File: src/sv/amenv_pkg.sv
// Shared constants and types for the AM envelope detector with DC blocker.
package amenv_pkg;

   // Default sizing handed to the top level
   localparam int SAMPLE_WIDTH_DEF    = 16;
   localparam int ACCUM_FRAC_BITS_DEF = 16;

   // Fixed field and register widths
   localparam int ALPHA_WIDTH     = 24;
   localparam int ACC_WIDTH       = 48;
   localparam int AUDIO_WIDTH     = 18;
   localparam int RSP_TDATA_WIDTH = ((AUDIO_WIDTH + 7) / 8) * 8;
   localparam int CSR_INDEX_WIDTH = 8;
   localparam int CSR_DATA_WIDTH  = 24;

   // Queue between front and back (power of two)
   localparam int QUEUE_DEPTH = 2;

   // Output saturation limits
   localparam int OUT_MAX = 131071;
   localparam int OUT_MIN = -131072;

   // Register indexes
   localparam logic [CSR_INDEX_WIDTH-1:0] CSR_DC_ENABLE = 8'd0;
   localparam logic [CSR_INDEX_WIDTH-1:0] CSR_POLE_COEF = 8'd1;

   // Register reset values
   localparam logic                   DC_ENABLE_RESET = 1'b1;
   localparam logic [ALPHA_WIDTH-1:0] POLE_COEF_RESET = 24'd16775538;

   // Configuration seen by the back end
   typedef struct packed {
      logic                   dc_remove_enable;
      logic [ALPHA_WIDTH-1:0] pole_coef;
   } cfg_type;

   // Queue status seen by its writer and reader
   typedef struct packed {
      logic full;
      logic empty;
   } queue_status_type;

endpackage

File: src/sv/am_envelope_dc_block_unit.sv
// The back end handles one sample at a time with a bit-serial root and a two-pass alpha
// multiply (skipped with the blocker off); it takes the next beat from the queue only when
// idle, and two beats queue between the front and back ends.
// Reset (synchronous, active high) clears the DC accumulator, empties the queue and
// output register, and loads the blocker on with alpha = 0.9999.
module am_envelope_dc_block_unit #(
   parameter int SAMPLE_WIDTH    = amenv_pkg::SAMPLE_WIDTH_DEF,
   parameter int ACCUM_FRAC_BITS = amenv_pkg::ACCUM_FRAC_BITS_DEF
) (
   input  logic                                       clock,
   input  logic                                       reset,
   // sample_i, sample_q, zero padding
   input  logic [((2*SAMPLE_WIDTH+7)/8)*8-1:0]        req_tdata,
   input  logic                                       req_tvalid,
   output logic                                       req_tready,
   input  logic                                       req_tlast,
   // audio_out, zero padding
   output logic [amenv_pkg::RSP_TDATA_WIDTH-1:0]      rsp_tdata,
   output logic                                       rsp_tvalid,
   input  logic                                       rsp_tready,
   output logic                                       rsp_tlast,
   input  logic                                       csr_valid,
   output logic                                       csr_ready,
   input  logic [amenv_pkg::CSR_INDEX_WIDTH-1:0]      csr_index,
   input  logic [amenv_pkg::CSR_DATA_WIDTH-1:0]       csr_data
);

   localparam int QW = 2 * SAMPLE_WIDTH + 1;
   localparam int OW = amenv_pkg::AUDIO_WIDTH;

   logic                                enable_ff;
   logic [amenv_pkg::ALPHA_WIDTH-1:0]   alpha_ff;
   amenv_pkg::cfg_type                  cfg;
   amenv_pkg::queue_status_type         q_status;
   logic                                push;
   logic [QW-1:0]                       push_data;
   logic                                pop;
   logic [QW-1:0]                       pop_data;
   logic [OW-1:0]                       audio_out;

   // Register writes are always taken
   assign csr_ready = 1'b1;
   assign cfg       = {enable_ff, alpha_ff};

   always_ff @(posedge clock) begin
      if (reset) begin
         enable_ff <= amenv_pkg::DC_ENABLE_RESET;
         alpha_ff  <= amenv_pkg::POLE_COEF_RESET;
      end else if (csr_valid) begin
         unique case (csr_index)
            amenv_pkg::CSR_DC_ENABLE: enable_ff <= csr_data[0];
            amenv_pkg::CSR_POLE_COEF: alpha_ff  <= csr_data[amenv_pkg::ALPHA_WIDTH-1:0];
            default: begin
            end
         endcase
      end
   end

   amenv_front #(
      .SAMPLE_WIDTH (SAMPLE_WIDTH)
   ) u_front (
      .clock     (clock),
      .reset     (reset),
      .in_valid  (req_tvalid),
      .in_ready  (req_tready),
      .sample_i  (req_tdata[SAMPLE_WIDTH-1:0]),
      .sample_q  (req_tdata[2*SAMPLE_WIDTH-1:SAMPLE_WIDTH]),
      .block_end (req_tlast),
      .q_status  (q_status),
      .push      (push),
      .push_data (push_data)
   );

   amenv_queue #(
      .WIDTH (QW),
      .DEPTH (amenv_pkg::QUEUE_DEPTH)
   ) u_queue (
      .clock     (clock),
      .reset     (reset),
      .push      (push),
      .push_data (push_data),
      .pop       (pop),
      .pop_data  (pop_data),
      .status    (q_status)
   );

   amenv_back #(
      .SAMPLE_WIDTH    (SAMPLE_WIDTH),
      .ACCUM_FRAC_BITS (ACCUM_FRAC_BITS)
   ) u_back (
      .clock         (clock),
      .reset         (reset),
      .cfg           (cfg),
      .q_status      (q_status),
      .q_data        (pop_data),
      .pop           (pop),
      .out_valid     (rsp_tvalid),
      .out_ready     (rsp_tready),
      .audio_out     (audio_out),
      .block_end_out (rsp_tlast)
   );

   assign rsp_tdata = amenv_pkg::RSP_TDATA_WIDTH'(audio_out);

endmodule

File: src/sv/amenv_front.sv
// Front end: takes a sample beat, squares both components and pushes I^2 + Q^2.
module amenv_front #(
   parameter int SAMPLE_WIDTH = amenv_pkg::SAMPLE_WIDTH_DEF
) (
   input  logic                      clock,
   input  logic                      reset,
   input  logic                      in_valid,
   output logic                      in_ready,
   input  logic [SAMPLE_WIDTH-1:0]   sample_i,
   input  logic [SAMPLE_WIDTH-1:0]   sample_q,
   input  logic                      block_end,
   input  amenv_pkg::queue_status_type q_status,
   output logic                      push,
   output logic [2*SAMPLE_WIDTH:0]   push_data
);

   localparam int SQW = 2 * SAMPLE_WIDTH;

   logic                    sq_valid_ff;
   logic                    sq_valid_in;
   logic [SQW-1:0]          isq_ff;
   logic [SQW-1:0]          qsq_ff;
   logic                    last_ff;
   logic [SAMPLE_WIDTH-1:0] abs_i;
   logic [SAMPLE_WIDTH-1:0] abs_q;
   logic [SQW-1:0]          sum_sq;
   logic                    take;

   // Magnitude of each component; the most negative value wraps to its true size
   assign abs_i = sample_i[SAMPLE_WIDTH-1] ? (~sample_i + 1'b1) : sample_i;
   assign abs_q = sample_q[SAMPLE_WIDTH-1] ? (~sample_q + 1'b1) : sample_q;

   // Advance into the queue when it has room
   assign push      = sq_valid_ff && !q_status.full;
   assign in_ready  = !sq_valid_ff || !q_status.full;
   assign take      = in_valid && in_ready;
   assign sum_sq    = isq_ff + qsq_ff;
   assign push_data = {last_ff, sum_sq};

   always_comb begin
      sq_valid_in = sq_valid_ff;
      if (take) begin
         sq_valid_in = 1'b1;
      end else if (push) begin
         sq_valid_in = 1'b0;
      end
   end

   always_ff @(posedge clock) begin
      if (reset) begin
         sq_valid_ff <= 1'b0;
      end else begin
         sq_valid_ff <= sq_valid_in;
      end
      // Square the components on accept
      if (take) begin
         isq_ff  <= SQW'(abs_i) * SQW'(abs_i);
         qsq_ff  <= SQW'(abs_q) * SQW'(abs_q);
         last_ff <= block_end;
      end
   end

endmodule

File: src/sv/amenv_queue.sv
// Short register queue between the front and back ends.
module amenv_queue #(
   parameter int WIDTH = 2 * amenv_pkg::SAMPLE_WIDTH_DEF + 1,
   parameter int DEPTH = amenv_pkg::QUEUE_DEPTH
) (
   input  logic                        clock,
   input  logic                        reset,
   input  logic                        push,
   input  logic [WIDTH-1:0]            push_data,
   input  logic                        pop,
   output logic [WIDTH-1:0]            pop_data,
   output amenv_pkg::queue_status_type status
);

   localparam int PTRW = (DEPTH > 1) ? $clog2(DEPTH) : 1;
   localparam int CNTW = $clog2(DEPTH + 1);

   logic [WIDTH-1:0] slot_ff [DEPTH];
   logic [PTRW-1:0]  wr_ptr_ff;
   logic [PTRW-1:0]  rd_ptr_ff;
   logic [CNTW-1:0]  count_ff;
   logic [CNTW-1:0]  count_in;
   logic             do_push;
   logic             do_pop;

   assign status.full  = (count_ff == CNTW'(DEPTH));
   assign status.empty = (count_ff == '0);
   assign do_push      = push && !status.full;
   assign do_pop       = pop && !status.empty;
   assign pop_data     = slot_ff[rd_ptr_ff];

   always_comb begin
      count_in = count_ff;
      case ({do_push, do_pop})
         2'b10:   count_in = count_ff + 1'b1;
         2'b01:   count_in = count_ff - 1'b1;
         default: count_in = count_ff;
      endcase
   end

   always_ff @(posedge clock) begin
      if (reset) begin
         wr_ptr_ff <= '0;
         rd_ptr_ff <= '0;
         count_ff  <= '0;
      end else begin
         count_ff <= count_in;
         if (do_push) begin
            wr_ptr_ff <= (wr_ptr_ff == PTRW'(DEPTH - 1)) ? '0 : wr_ptr_ff + 1'b1;
         end
         if (do_pop) begin
            rd_ptr_ff <= (rd_ptr_ff == PTRW'(DEPTH - 1)) ? '0 : rd_ptr_ff + 1'b1;
         end
      end
      // Store the beat
      if (do_push) begin
         slot_ff[wr_ptr_ff] <= push_data;
      end
   end

endmodule

File: src/sv/amenv_back.sv
// Back end: bit-serial square root, DC blocker and the result register.
module amenv_back #(
   parameter int SAMPLE_WIDTH    = amenv_pkg::SAMPLE_WIDTH_DEF,
   parameter int ACCUM_FRAC_BITS = amenv_pkg::ACCUM_FRAC_BITS_DEF
) (
   input  logic                               clock,
   input  logic                               reset,
   input  amenv_pkg::cfg_type                 cfg,
   input  amenv_pkg::queue_status_type        q_status,
   input  logic [2*SAMPLE_WIDTH:0]            q_data,
   output logic                               pop,
   output logic                               out_valid,
   input  logic                               out_ready,
   output logic [amenv_pkg::AUDIO_WIDTH-1:0]  audio_out,
   output logic                               block_end_out
);

   localparam int XW    = 2 * SAMPLE_WIDTH;
   localparam int RW    = SAMPLE_WIDTH;
   localparam int REMW  = RW + 2;
   localparam int TRW   = RW + 4;
   localparam int CNTW  = $clog2(RW);
   localparam int AW    = amenv_pkg::ALPHA_WIDTH;
   localparam int ACCW  = amenv_pkg::ACC_WIDTH;
   localparam int HIW   = ACCW - AW;
   localparam int MULW  = AW + 1;
   localparam int PRODW = 2 * MULW;
   localparam int SUMW  = PRODW + 1;
   localparam int DW    = ACCW + 2;
   localparam int OW    = amenv_pkg::AUDIO_WIDTH;
   localparam int EXTW  = (RW + 1 > OW + 1) ? RW + 1 : OW + 1;

   localparam logic signed [SUMW-1:0] ACC_MAX_EXT = SUMW'({1'b0, {(ACCW-1){1'b1}}});
   localparam logic signed [SUMW-1:0] ACC_MIN_EXT = -ACC_MAX_EXT - 1;
   localparam logic signed [DW-1:0]   HALF        = DW'(1) <<< (ACCUM_FRAC_BITS - 1);
   localparam logic signed [DW-1:0]   D_MAX       = DW'(amenv_pkg::OUT_MAX);
   localparam logic signed [DW-1:0]   D_MIN       = DW'(amenv_pkg::OUT_MIN);
   localparam logic [EXTW-1:0]        MAG_MAX     = EXTW'(amenv_pkg::OUT_MAX);

   typedef enum logic [2:0] {
      ST_IDLE,
      ST_ROOT,
      ST_MUL_LO,
      ST_MUL_HI,
      ST_SUM,
      ST_DIFF,
      ST_MAG
   } state_type;

   state_type                state_ff, state_in;
   logic [XW-1:0]            x_ff, x_in;
   logic [REMW-1:0]          rem_ff, rem_in;
   logic [RW-1:0]            root_ff, root_in;
   logic [CNTW-1:0]          cnt_ff, cnt_in;
   logic                     last_ff, last_in;
   logic signed [PRODW-1:0]  prod_ff, prod_in;
   logic [AW-1:0]            lo_part_ff, lo_part_in;
   logic signed [ACCW-1:0]   w_ff, w_in;
   logic signed [ACCW-1:0]   acc_ff, acc_in;
   logic                     out_valid_ff, out_valid_in;
   logic [OW-1:0]            audio_ff, audio_in;
   logic                     end_ff, end_in;

   logic [TRW-1:0]           rem_pre;
   logic [TRW-1:0]           trial;
   logic [TRW-1:0]           rem_diff;
   logic signed [MULW-1:0]   mul_a;
   logic signed [MULW-1:0]   mul_b;
   logic signed [PRODW-1:0]  product;
   logic signed [SUMW-1:0]   prod_ext;
   logic signed [SUMW-1:0]   lo_ext;
   logic signed [SUMW-1:0]   mag_term;
   logic signed [SUMW-1:0]   w_sum;
   logic signed [DW-1:0]     d_round;
   logic signed [DW-1:0]     d_shift;
   logic [EXTW-1:0]          mag_ext;
   logic                     out_free;

   // One root bit a cycle: bring down two radicand bits and try the next bit
   assign rem_pre  = {rem_ff, x_ff[XW-1 -: 2]};
   assign trial    = {2'b00, root_ff, 2'b01};
   assign rem_diff = rem_pre - trial;

   // Shared multiplier: alpha times the low, then the high half of the accumulator
   assign mul_a   = signed'({1'b0, cfg.pole_coef});
   assign mul_b   = (state_ff == ST_MUL_LO) ? signed'({1'b0, acc_ff[AW-1:0]})
                                            : signed'({acc_ff[ACCW-1], acc_ff[ACCW-1 -: HIW]});
   assign product = mul_a * mul_b;

   // New accumulator value before saturation
   assign prod_ext = SUMW'(prod_ff);
   assign lo_ext   = SUMW'({1'b0, lo_part_ff});
   assign mag_term = SUMW'({1'b0, root_ff}) << ACCUM_FRAC_BITS;
   assign w_sum    = prod_ext + lo_ext + mag_term;

   // Difference, rounded half up
   assign d_round = DW'(w_ff) - DW'(acc_ff) + HALF;
   assign d_shift = d_round >>> ACCUM_FRAC_BITS;

   assign mag_ext  = EXTW'(root_ff);
   assign out_free = !out_valid_ff || out_ready;

   assign pop           = (state_ff == ST_IDLE) && !q_status.empty;
   assign out_valid     = out_valid_ff;
   assign audio_out     = audio_ff;
   assign block_end_out = end_ff;

   always_comb begin
      state_in     = state_ff;
      x_in         = x_ff;
      rem_in       = rem_ff;
      root_in      = root_ff;
      cnt_in       = cnt_ff;
      last_in      = last_ff;
      prod_in      = prod_ff;
      lo_part_in   = lo_part_ff;
      w_in         = w_ff;
      acc_in       = acc_ff;
      out_valid_in = out_valid_ff && !out_ready;
      audio_in     = audio_ff;
      end_in       = end_ff;

      unique case (state_ff)
         ST_IDLE: begin
            // Take the next squared magnitude from the queue
            if (!q_status.empty) begin
               x_in     = q_data[XW-1:0];
               last_in  = q_data[XW];
               rem_in   = '0;
               root_in  = '0;
               cnt_in   = '0;
               state_in = ST_ROOT;
            end
         end
         ST_ROOT: begin
            x_in = x_ff << 2;
            if (rem_pre >= trial) begin
               rem_in  = rem_diff[REMW-1:0];
               root_in = {root_ff[RW-2:0], 1'b1};
            end else begin
               rem_in  = rem_pre[REMW-1:0];
               root_in = {root_ff[RW-2:0], 1'b0};
            end
            cnt_in = cnt_ff + 1'b1;
            if (cnt_ff == CNTW'(RW - 1)) begin
               state_in = cfg.dc_remove_enable ? ST_MUL_LO : ST_MAG;
            end
         end
         ST_MUL_LO: begin
            prod_in  = product;
            state_in = ST_MUL_HI;
         end
         ST_MUL_HI: begin
            lo_part_in = prod_ff[2*AW-1 -: AW];
            prod_in    = product;
            state_in   = ST_SUM;
         end
         ST_SUM: begin
            // Saturate the accumulator to its signed range
            if (w_sum > ACC_MAX_EXT) begin
               w_in = ACC_MAX_EXT[ACCW-1:0];
            end else if (w_sum < ACC_MIN_EXT) begin
               w_in = ACC_MIN_EXT[ACCW-1:0];
            end else begin
               w_in = w_sum[ACCW-1:0];
            end
            state_in = ST_DIFF;
         end
         ST_DIFF: begin
            // Hold until the result register is free, then commit the state
            if (out_free) begin
               if (d_shift > D_MAX) begin
                  audio_in = D_MAX[OW-1:0];
               end else if (d_shift < D_MIN) begin
                  audio_in = D_MIN[OW-1:0];
               end else begin
                  audio_in = d_shift[OW-1:0];
               end
               end_in       = last_ff;
               out_valid_in = 1'b1;
               acc_in       = w_ff;
               state_in     = ST_IDLE;
            end
         end
         ST_MAG: begin
            if (out_free) begin
               audio_in     = (mag_ext > MAG_MAX) ? MAG_MAX[OW-1:0] : mag_ext[OW-1:0];
               end_in       = last_ff;
               out_valid_in = 1'b1;
               state_in     = ST_IDLE;
            end
         end
         default: begin
            state_in = ST_IDLE;
         end
      endcase
   end

   always_ff @(posedge clock) begin
      if (reset) begin
         state_ff     <= ST_IDLE;
         acc_ff       <= '0;
         out_valid_ff <= 1'b0;
      end else begin
         state_ff     <= state_in;
         acc_ff       <= acc_in;
         out_valid_ff <= out_valid_in;
      end
      x_ff       <= x_in;
      rem_ff     <= rem_in;
      root_ff    <= root_in;
      cnt_ff     <= cnt_in;
      last_ff    <= last_in;
      prod_ff    <= prod_in;
      lo_part_ff <= lo_part_in;
      w_ff       <= w_in;
      audio_ff   <= audio_in;
      end_ff     <= end_in;
   end

endmodule

File: config.mk
export PLATFORM = sky130hd
export DESIGN_NAME = am_envelope_dc_block_unit
export DESIGN_NICKNAME = d
export VERILOG_FILES = /design/src/sv/amenv_pkg.sv /design/src/sv/am_envelope_dc_block_unit.sv /design/src/sv/amenv_front.sv /design/src/sv/amenv_queue.sv /design/src/sv/amenv_back.sv
export SDC_FILE = /design/constraint.sdc
export NUM_CORES = 2
export LEC_CHECK = 0
export ABC_AREA = 0
export BUFFER_PORTS_ARGS = -buffer_cell sky130_fd_sc_hd__buf_2
export CAP_MARGIN = 15
export CORE_MARGIN = 2
export CORE_UTILIZATION = 30
export CTS_BUF_LIST = sky130_fd_sc_hd__clkbuf_4 sky130_fd_sc_hd__clkbuf_8
export CTS_CLUSTER_DIAMETER = 120
export DETAILED_ROUTE_END_ITERATION = 6
export PLACE_DENSITY_LB_ADDON = 0.08
export SLEW_MARGIN = 20
export SYNTH_ARGS = -nofsm -noshare
export SYNTH_HDL_FRONTEND = slang
export SYNTH_SLANG_ARGS = --single-unit
File: constraint.sdc
create_clock -name clock -period 11.8 [get_ports clock]
set_input_delay 0.59 -clock clock [delete_from_list [all_inputs] [get_ports clock]]
set_output_delay 0.59 -clock clock [all_outputs]
set_load 0.01 [all_outputs]
Word level (Yosys, flattened, before mapping)

Memory sizes are Yosys's and may differ from the RTL's. A register that Yosys moved wholly into a read port is not among the register bits.
Index checks and enable logic that the tools add are counted.

Add/subtract/negate cells: 13
$mul: 3
$lt $le $gt $ge: 6
Equal/unequal tests: 16
Mux-type cells: 36
Bitwise gates (word level): 3
Reductions and logical operators: 30

Operators by type and width:

| cell                     | number |
|---|---|
| $mux W18                 | 6 |
| $pmux W18 S2             | 2 |
| $mul A16 B16 Y32         | 2 |
| $pmux W32 S2             | 1 |
| $add A50 B25 Y51         | 1 |
| $add A51 B33 Y51         | 1 |
| $gt A51 B48 Y1 const B   | 1 |
| $lt A51 B48 Y1 const B   | 1 |
| $add A49 B17 Y50 const B | 1 |
| $mul A25 B25 Y50         | 1 |
| $sub A48 B48 Y49         | 1 |
| $mux W16                 | 3 |
| $mux W48                 | 1 |
| $gt A34 B18 Y1 const B   | 1 |
| $lt A34 B18 Y1 const B   | 1 |
| $add A16 B1 Y16 const B  | 2 |
| $add A32 B32 Y32         | 1 |
| $mux W32                 | 1 |
| $not A16 Y16             | 2 |
| $pmux W16 S2             | 1 |
| $mux W25                 | 1 |
| $ge A20 B18 Y1           | 1 |
| $pmux W3 S6              | 1 |
| $sub A18 B18 Y18         | 1 |
| other kinds (31)         | 72 |

Flip-flop bits (word level): 359
RAM bits: 66
Input port bits: 70
Output and inout port bits: 28
Logic and storage cells: 130
Memories kept: 1

Memory list:

| memory          | words | bits a word | read ports | clocked after Yosys merged registers in | wr ports | RTL line          | source |
|---|---|---|---|---|---|---|---|
| u_queue.slot_ff | 2     | 33          | 1          | 1                                       | 1        | amenv_queue.sv:18 | `logic [WIDTH-1:0] slot_ff [DEPTH];` |

Longest topological paths before layout

Depth after elaboration: 7
Mapped depth: 35
Depth with buffers taken out: 34

Hierarchy

Synthesis repeated with hierarchy kept, for this count alone.

Cell total of the unflattened synthesis: 6,224
Area, all modules: 58,653.8 um2

Modules (own cells, without submodules):

| module                    | times used | cells each | area each (um2) | seq. area each (um2) |
|---|---|---|---|---|
| amenv_back                | 1          | 3,935      | 36,503.8        | 7,407.1 |
| amenv_front               | 1          | 2,038      | 18,408.9        | 1,911.8 |
| amenv_queue               | 1          | 129        | 2,596.2         | 2,082.0 |
| am_envelope_dc_block_unit | 1          | 122        | 1,144.8         | 500.5 |

Least setup slack after synthesis

No wires, ideal clock.

Kind: input to register
From: in req_tdata[16]
To: reg u_front.qsq_ff[31] (data pin)
Library setup time: 0.259 ns
Data arrival time: 8.306 ns
Data required time: 11.541 ns
Setup slack: 3.235 ns
Stages on the path: 35
Path buffers: 1
Cells stage by stage: inv_1 clkbuf_1 ha_1 nand3b_1 o31ai_1 xor2_1 inv_1 nand2_1 inv_1 fa_1 inv_1 fa_1 inv_1 fa_1 inv_1 fa_1 inv_1 fa_1 inv_1 fa_1 inv_1 ha_1 a21o_1 a21o_1 a21oi_1 o21ai_0 a21oi_1 a21oi_1 o41ai_1 o21ai_0 o41ai_1 o21ai_0 nor2_1 a21oi_1 xnor2_1

Longest elaborated chain between the ends: 4

Ends and longest elaborated chain:

| item                   | RTL line                        | source |
|---|---|---|
| start: declaration     | am_envelope_dc_block_unit.sv:13 | `input logic [((2*SAMPLE_WIDTH+7)/8)*8-1:0] req_tdata,` |
| $not A16 Y16           | amenv_front.sv:31               | `assign abs_q = sample_q[SAMPLE_WIDTH-1] ? (~sample_q + 1'b1) : sample_q;` |
| $add A16 B1 Y16        | amenv_front.sv:31               |  |
| $mux W16 (*)           | amenv_front.sv:31               |  |
| $mul A16 B16 Y32 (*)   | amenv_front.sv:58               | `qsq_ff <= SQW'(abs_q) * SQW'(abs_q);` |
| end signal: assignment | amenv_front.sv:58               |  |
| end: declaration       | amenv_front.sv:22               | `logic [SQW-1:0] qsq_ff;` |

Every way passes the cells marked *; elsewhere a longest branch is shown, timed or not.
A chain may end at the register's enable or synchronous reset.

Worst setup path after layout

From: reg u_back.state_ff[2]
To: reg u_back.prod_ff[49] (data pin)

Longest elaborated chain between the ends: 3

Ends and longest elaborated chain:

| item                         | RTL line          | source |
|---|---|---|
| start: declaration           | amenv_back.sv:50  | `state_type state_ff, state_in;` |
| start signal: assignment     | amenv_back.sv:205 | `state_ff <= state_in;` |
| $eq A3 B2 Y1                 | amenv_back.sv:86  | `assign mul_b = (state_ff == ST_MUL_LO) ? signed'({1'b0, acc_ff[AW-1:0]})` |
| $mux W25                     | amenv_back.sv:86  |  |
| $mul A25 B25 Y50             | amenv_back.sv:88  | `assign product = mul_a * mul_b;` |
| named net u_back.product[49] | amenv_back.sv:69  | `logic signed [PRODW-1:0] product;` |
| end signal: assignment       | amenv_back.sv:214 | `prod_ff <= prod_in;` |
| end: declaration             | amenv_back.sv:56  | `logic signed [PRODW-1:0] prod_ff, prod_in;` |

The timed path passes the listed nets, and every way through them passes these cells.

==> impl_metrics.py <==
metrics = {
    "setup_path": {
        "crit_family": "adder cells",
        "r2r-end": "u_back.prod_ff[49]$_DFFE_PP_",
        "crit_type": "flop to flop",
        "r2r_cells": 28,
        "slowest_stage": "a21oi_2",
        "worst-r2r-setup-slack_ns": 2.25,
        "timing.critical_path.mode_cell": "fa_1",
        "r2r_start": "u_back.state_ff[2]$_SDFFE_PP0P_",
        "crit_buf_inv": 5,
        "cp.depth": 28,
        "arrival_ns": 10.05,
        "critical_path.max_fanout": 42,
        "end_kind": "flop",
        "slowest_delay_ns": 0.73,
        "startpoint_type": "flop",
        "cp.required_ns": 12.30,
    },
    "die": {
        "die-area_um2": 193700,
        "io_pins": 98,
        "die_w_um": 440.1,
        "num_rows": 160,
        "fp.coreArea_um2": 189600,
        "die_h_um": 440.1,
        "initial_core_util": 0.3009,
    },
    "synth": {
        "yosys-top-cells-area": "fa_1, edfxtp_1, ha_1, inv_1, nand2_1",
        "synth.top_cell.area_share": 0.2958,
        "synth_largest_area_cell": "fa_1",
        "synth_edf_count": 341,
        "synth-seq-area-share": 0.2086,
        "yosysWarnings": 0,
        "muxShareOfSynthArea": 0.009387,
        "syn_area_per_cell_um2": 9.486,
        "synth_xor_area_frac": 0.03700,
        "synth_ff_type": "edfxtp_1",
        "synth_compound_area_frac": 0.08328,
        "async_flop_share": 0,
        "syn_inst": 6014,
        "synthAdderAreaFrac": 0.4279,
        "synthDistinctLibCells": 81,
        "postSynthRegisterBits": 424,
        "yosys.area_share.simple": 0.1441,
        "syn_area_um2": 57050,
        "ys_top_cells_by_count": "inv_1, fa_1, nand2_1",
        "synth_top_family_by_area": "adder cells",
        "synthMostInstantiatedCell": "inv_1",
    },
    "final_layout": {
        "fin_area_um2": 62850,
        "drive_above_1_share": 0.06348,
        "syn2layout_area_growth_pct": 10.18,
        "final_nets": 7639,
        "fillers": 19820,
        "multi_input_area_um2": 40390,
        "register_area_um2": 11910,
    },
    "route": {
        "drt_first_pass_iters": 5,
        "via_per_inst": 4.632,
        "via_count": 40330,
        "drt-initial-drc-count": 1676,
        "drc": 0,
        "avgRoutedWirePerCell_um": 18.90,
        "ant_nets": 0,
        "drt_wl_total_mm": 164.5,
    },
    "sta": {
        "skew_ns": 0.05685,
        "fin_crit_sh": 0.8094,
        "final-max-slew-violation-count": 0,
        "tightestPinTransition_ns": 1.104,
        "timing.fmax_ghz": 0.1047,
        "setup_viol": 0,
        "fin_setup_tns_ns": 0,
        "max-slew-margin-rel": 0.2614,
        "min_period_ns": 9.550,
        "timing.final.hold_violations": 0,
        "rsz0062_at_grt": "no",
    },
    "power": {
        "p_per_area_nw_per_um2": 272.1,
        "ir_drop_v": 0.0004335,
        "p_leak_nw": 29.30,
        "internal-power_mw": 8.853,
        "p_comb_frac": 0.727,
        "seqPwrFrac": 0.176,
        "switching_power_mw": 8.249,
        "clock_power_share": 0.096,
        "p_sw_frac": 0.4824,
    },
    "clock_tree": {
        "cts_buffers": 86,
        "cts_hold_buf": 24,
        "postCtsSetupBuffers": 0,
        "h-tree-depth": 3,
        "clock_sinks": 424,
        "cts_tree": "yes",
        "root_buffer": "clkbuf_8",
        "clock_latency_ns": 0.81,
        "ctsResizeCount": 0,
        "cts_max_path_buffers": 3,
        "cts.clk_slew.worst_paths_ns": 0.06,
    },
    "min_path": {
        "worstHoldStart": "csr_data[2]",
        "hold_end": "alpha_ff[2]$_SDFFE_PP0P_",
        "hp-class": "primary input to flop",
        "hold_depth": 3,
    },
    "global_route": {
        "grt-busiest-layer": "met2",
        "grt_pass1_vias": 43460,
        "grt_use_total": 0.1737,
        "grtUsageMet2": 0.3093,
        "grt.met3_usage": 0.01630,
        "grt-ovfl-total": 0,
        "antenna_found_initial": 5,
        "grt_use_met1": 0.2238,
        "grt_start_max_net_pins": 64,
        "grt_pass1_wl_mm": 258.1,
    },
    "placement": {
        "hpwl_mm": 132.8,
        "placed_area_um2": 60800,
        "globalplace.congestion": 0.8619,
        "io_buffers": 90,
    },
    "status": {
        "outcome": "complete, no violations",
    },
    "job": {
        "timing.max_cap.violations": 0,
    },
}
layout make-up:
cell class	instances	area share
Antenna cell	4	0.0001593
Clock buffer	108	0.02196
Clock inverter	47	0.006470
Inverter	1150	0.06868
Multi-Input combinational cell	4267	0.6426
Sequential cell	424	0.1895
Tap cell	2511	0.04999
Timing Repair Buffer	195	0.02070
cells by family after synthesis:
group,Yosys count
xor+xnor,241
other cells,2
simple gates,1725
buf+inv,1352
mux,53
flops,424
fa+ha+maj,1445
compound gates,772
worst reg2reg max path, delay by kind of cell (launching register included):
kind | cells | cell delay (ns)
XOR/XNOR | 1 | 0.12
AO/OA/AOI/OAI | 9 | 3.00
AND/OR/NAND/NOR | 5 | 0.94
adder cells (fa/ha/maj) | 8 | 3.98
buffers and inverters | 5 | 0.78
flip-flops | 1 | 0.45
cells in the final DEF (no fill, tap or decap), types with 121 or more instances in the layout:
master / instances
nor2b_1: 121
inv_1: 1139
and2_1: 231
fa_1: 843
a21oi_1: 259
o21ai_0: 185
xnor2_1: 137
ha_1: 602
nand2_1: 672
nor2_1: 354
edfxtp_1: 341
power groups by stage:
stage          logic, mW  clock network (mW)  registers (mW)
5_1_grt             14.3                1.78            3.06
6_report            12.4                1.65            3.02
4_1_cts             12.8                1.71            3.04
3_3_place_gp        12.8                   0            3.06
3_5_place_dp        12.7                   0            3.06
2_1_floorplan       9.23                   0            2.92
worst max-delay path by stage:
| stage | endpoint | startpoint |
|---|---|---|
| final | u_back.prod_ff[49]$_DFFE_PP_ | u_back.state_ff[2]$_SDFFE_PP0P_ |
| after global routing | u_back.prod_ff[49]$_DFFE_PP_ | u_back.state_ff[2]$_SDFFE_PP0P_ |
| after CTS | u_back.prod_ff[49]$_DFFE_PP_ | u_back.state_ff[2]$_SDFFE_PP0P_ |
| after detailed placement | u_front.qsq_ff[31]$_DFFE_PP_ | req_tdata[16] |
| after global placement | u_front.isq_ff[31]$_DFFE_PP_ | req_tdata[3] |
| after floorplan | u_front.qsq_ff[31]$_DFFE_PP_ | req_tdata[16] |
metrics by stage:
stage | utilization | hold slack [ns] | total power [mW] | worst slack (ns) | cells
CTS | 0.3314 | 0.003932 | 17.59 | 2.133 | 8702
floorplan | - | 0.4003 | 12.14 | 3.235 | 6043
global placement | 0.3207 | 0.4249 | 15.85 | 1.980 | 8523
detailed placement | 0.3207 | 0.4366 | 15.81 | 1.828 | 8523
global route | 0.3315 | 0.07044 | 19.10 | 1.602 | 8704
finish | 0.3315 | 0.09600 | 17.10 | 2.250 | 8706
routing by layer:
layer  wire [µm]  share of wire  vias up
met4        4129          0.025        2
met5           7       0.000043        -
met1       72730           0.44    20350
met2       83740           0.51      500
li1            -              -    19330
met3        3902          0.024      148
flip-flops by register name, indices dropped and copies added, names as in the netlist, 2 cells and up, named ones only:
register and flops:
u_queue.slot_ff 66, u_back.prod_ff 50, u_back.acc_ff 48, u_back.w_ff 48, u_back.x_ff 32, u_front.isq_ff 31, u_front.qsq_ff 31, alpha_ff 24
u_back.lo_part_ff 24, u_back.audio_out 18, u_back.rem_ff 18, u_back.root_ff 16, u_back.cnt_ff 4, u_back.state_ff 3, u_queue.count_ff 2
Power figures use the tool's default switching activity.
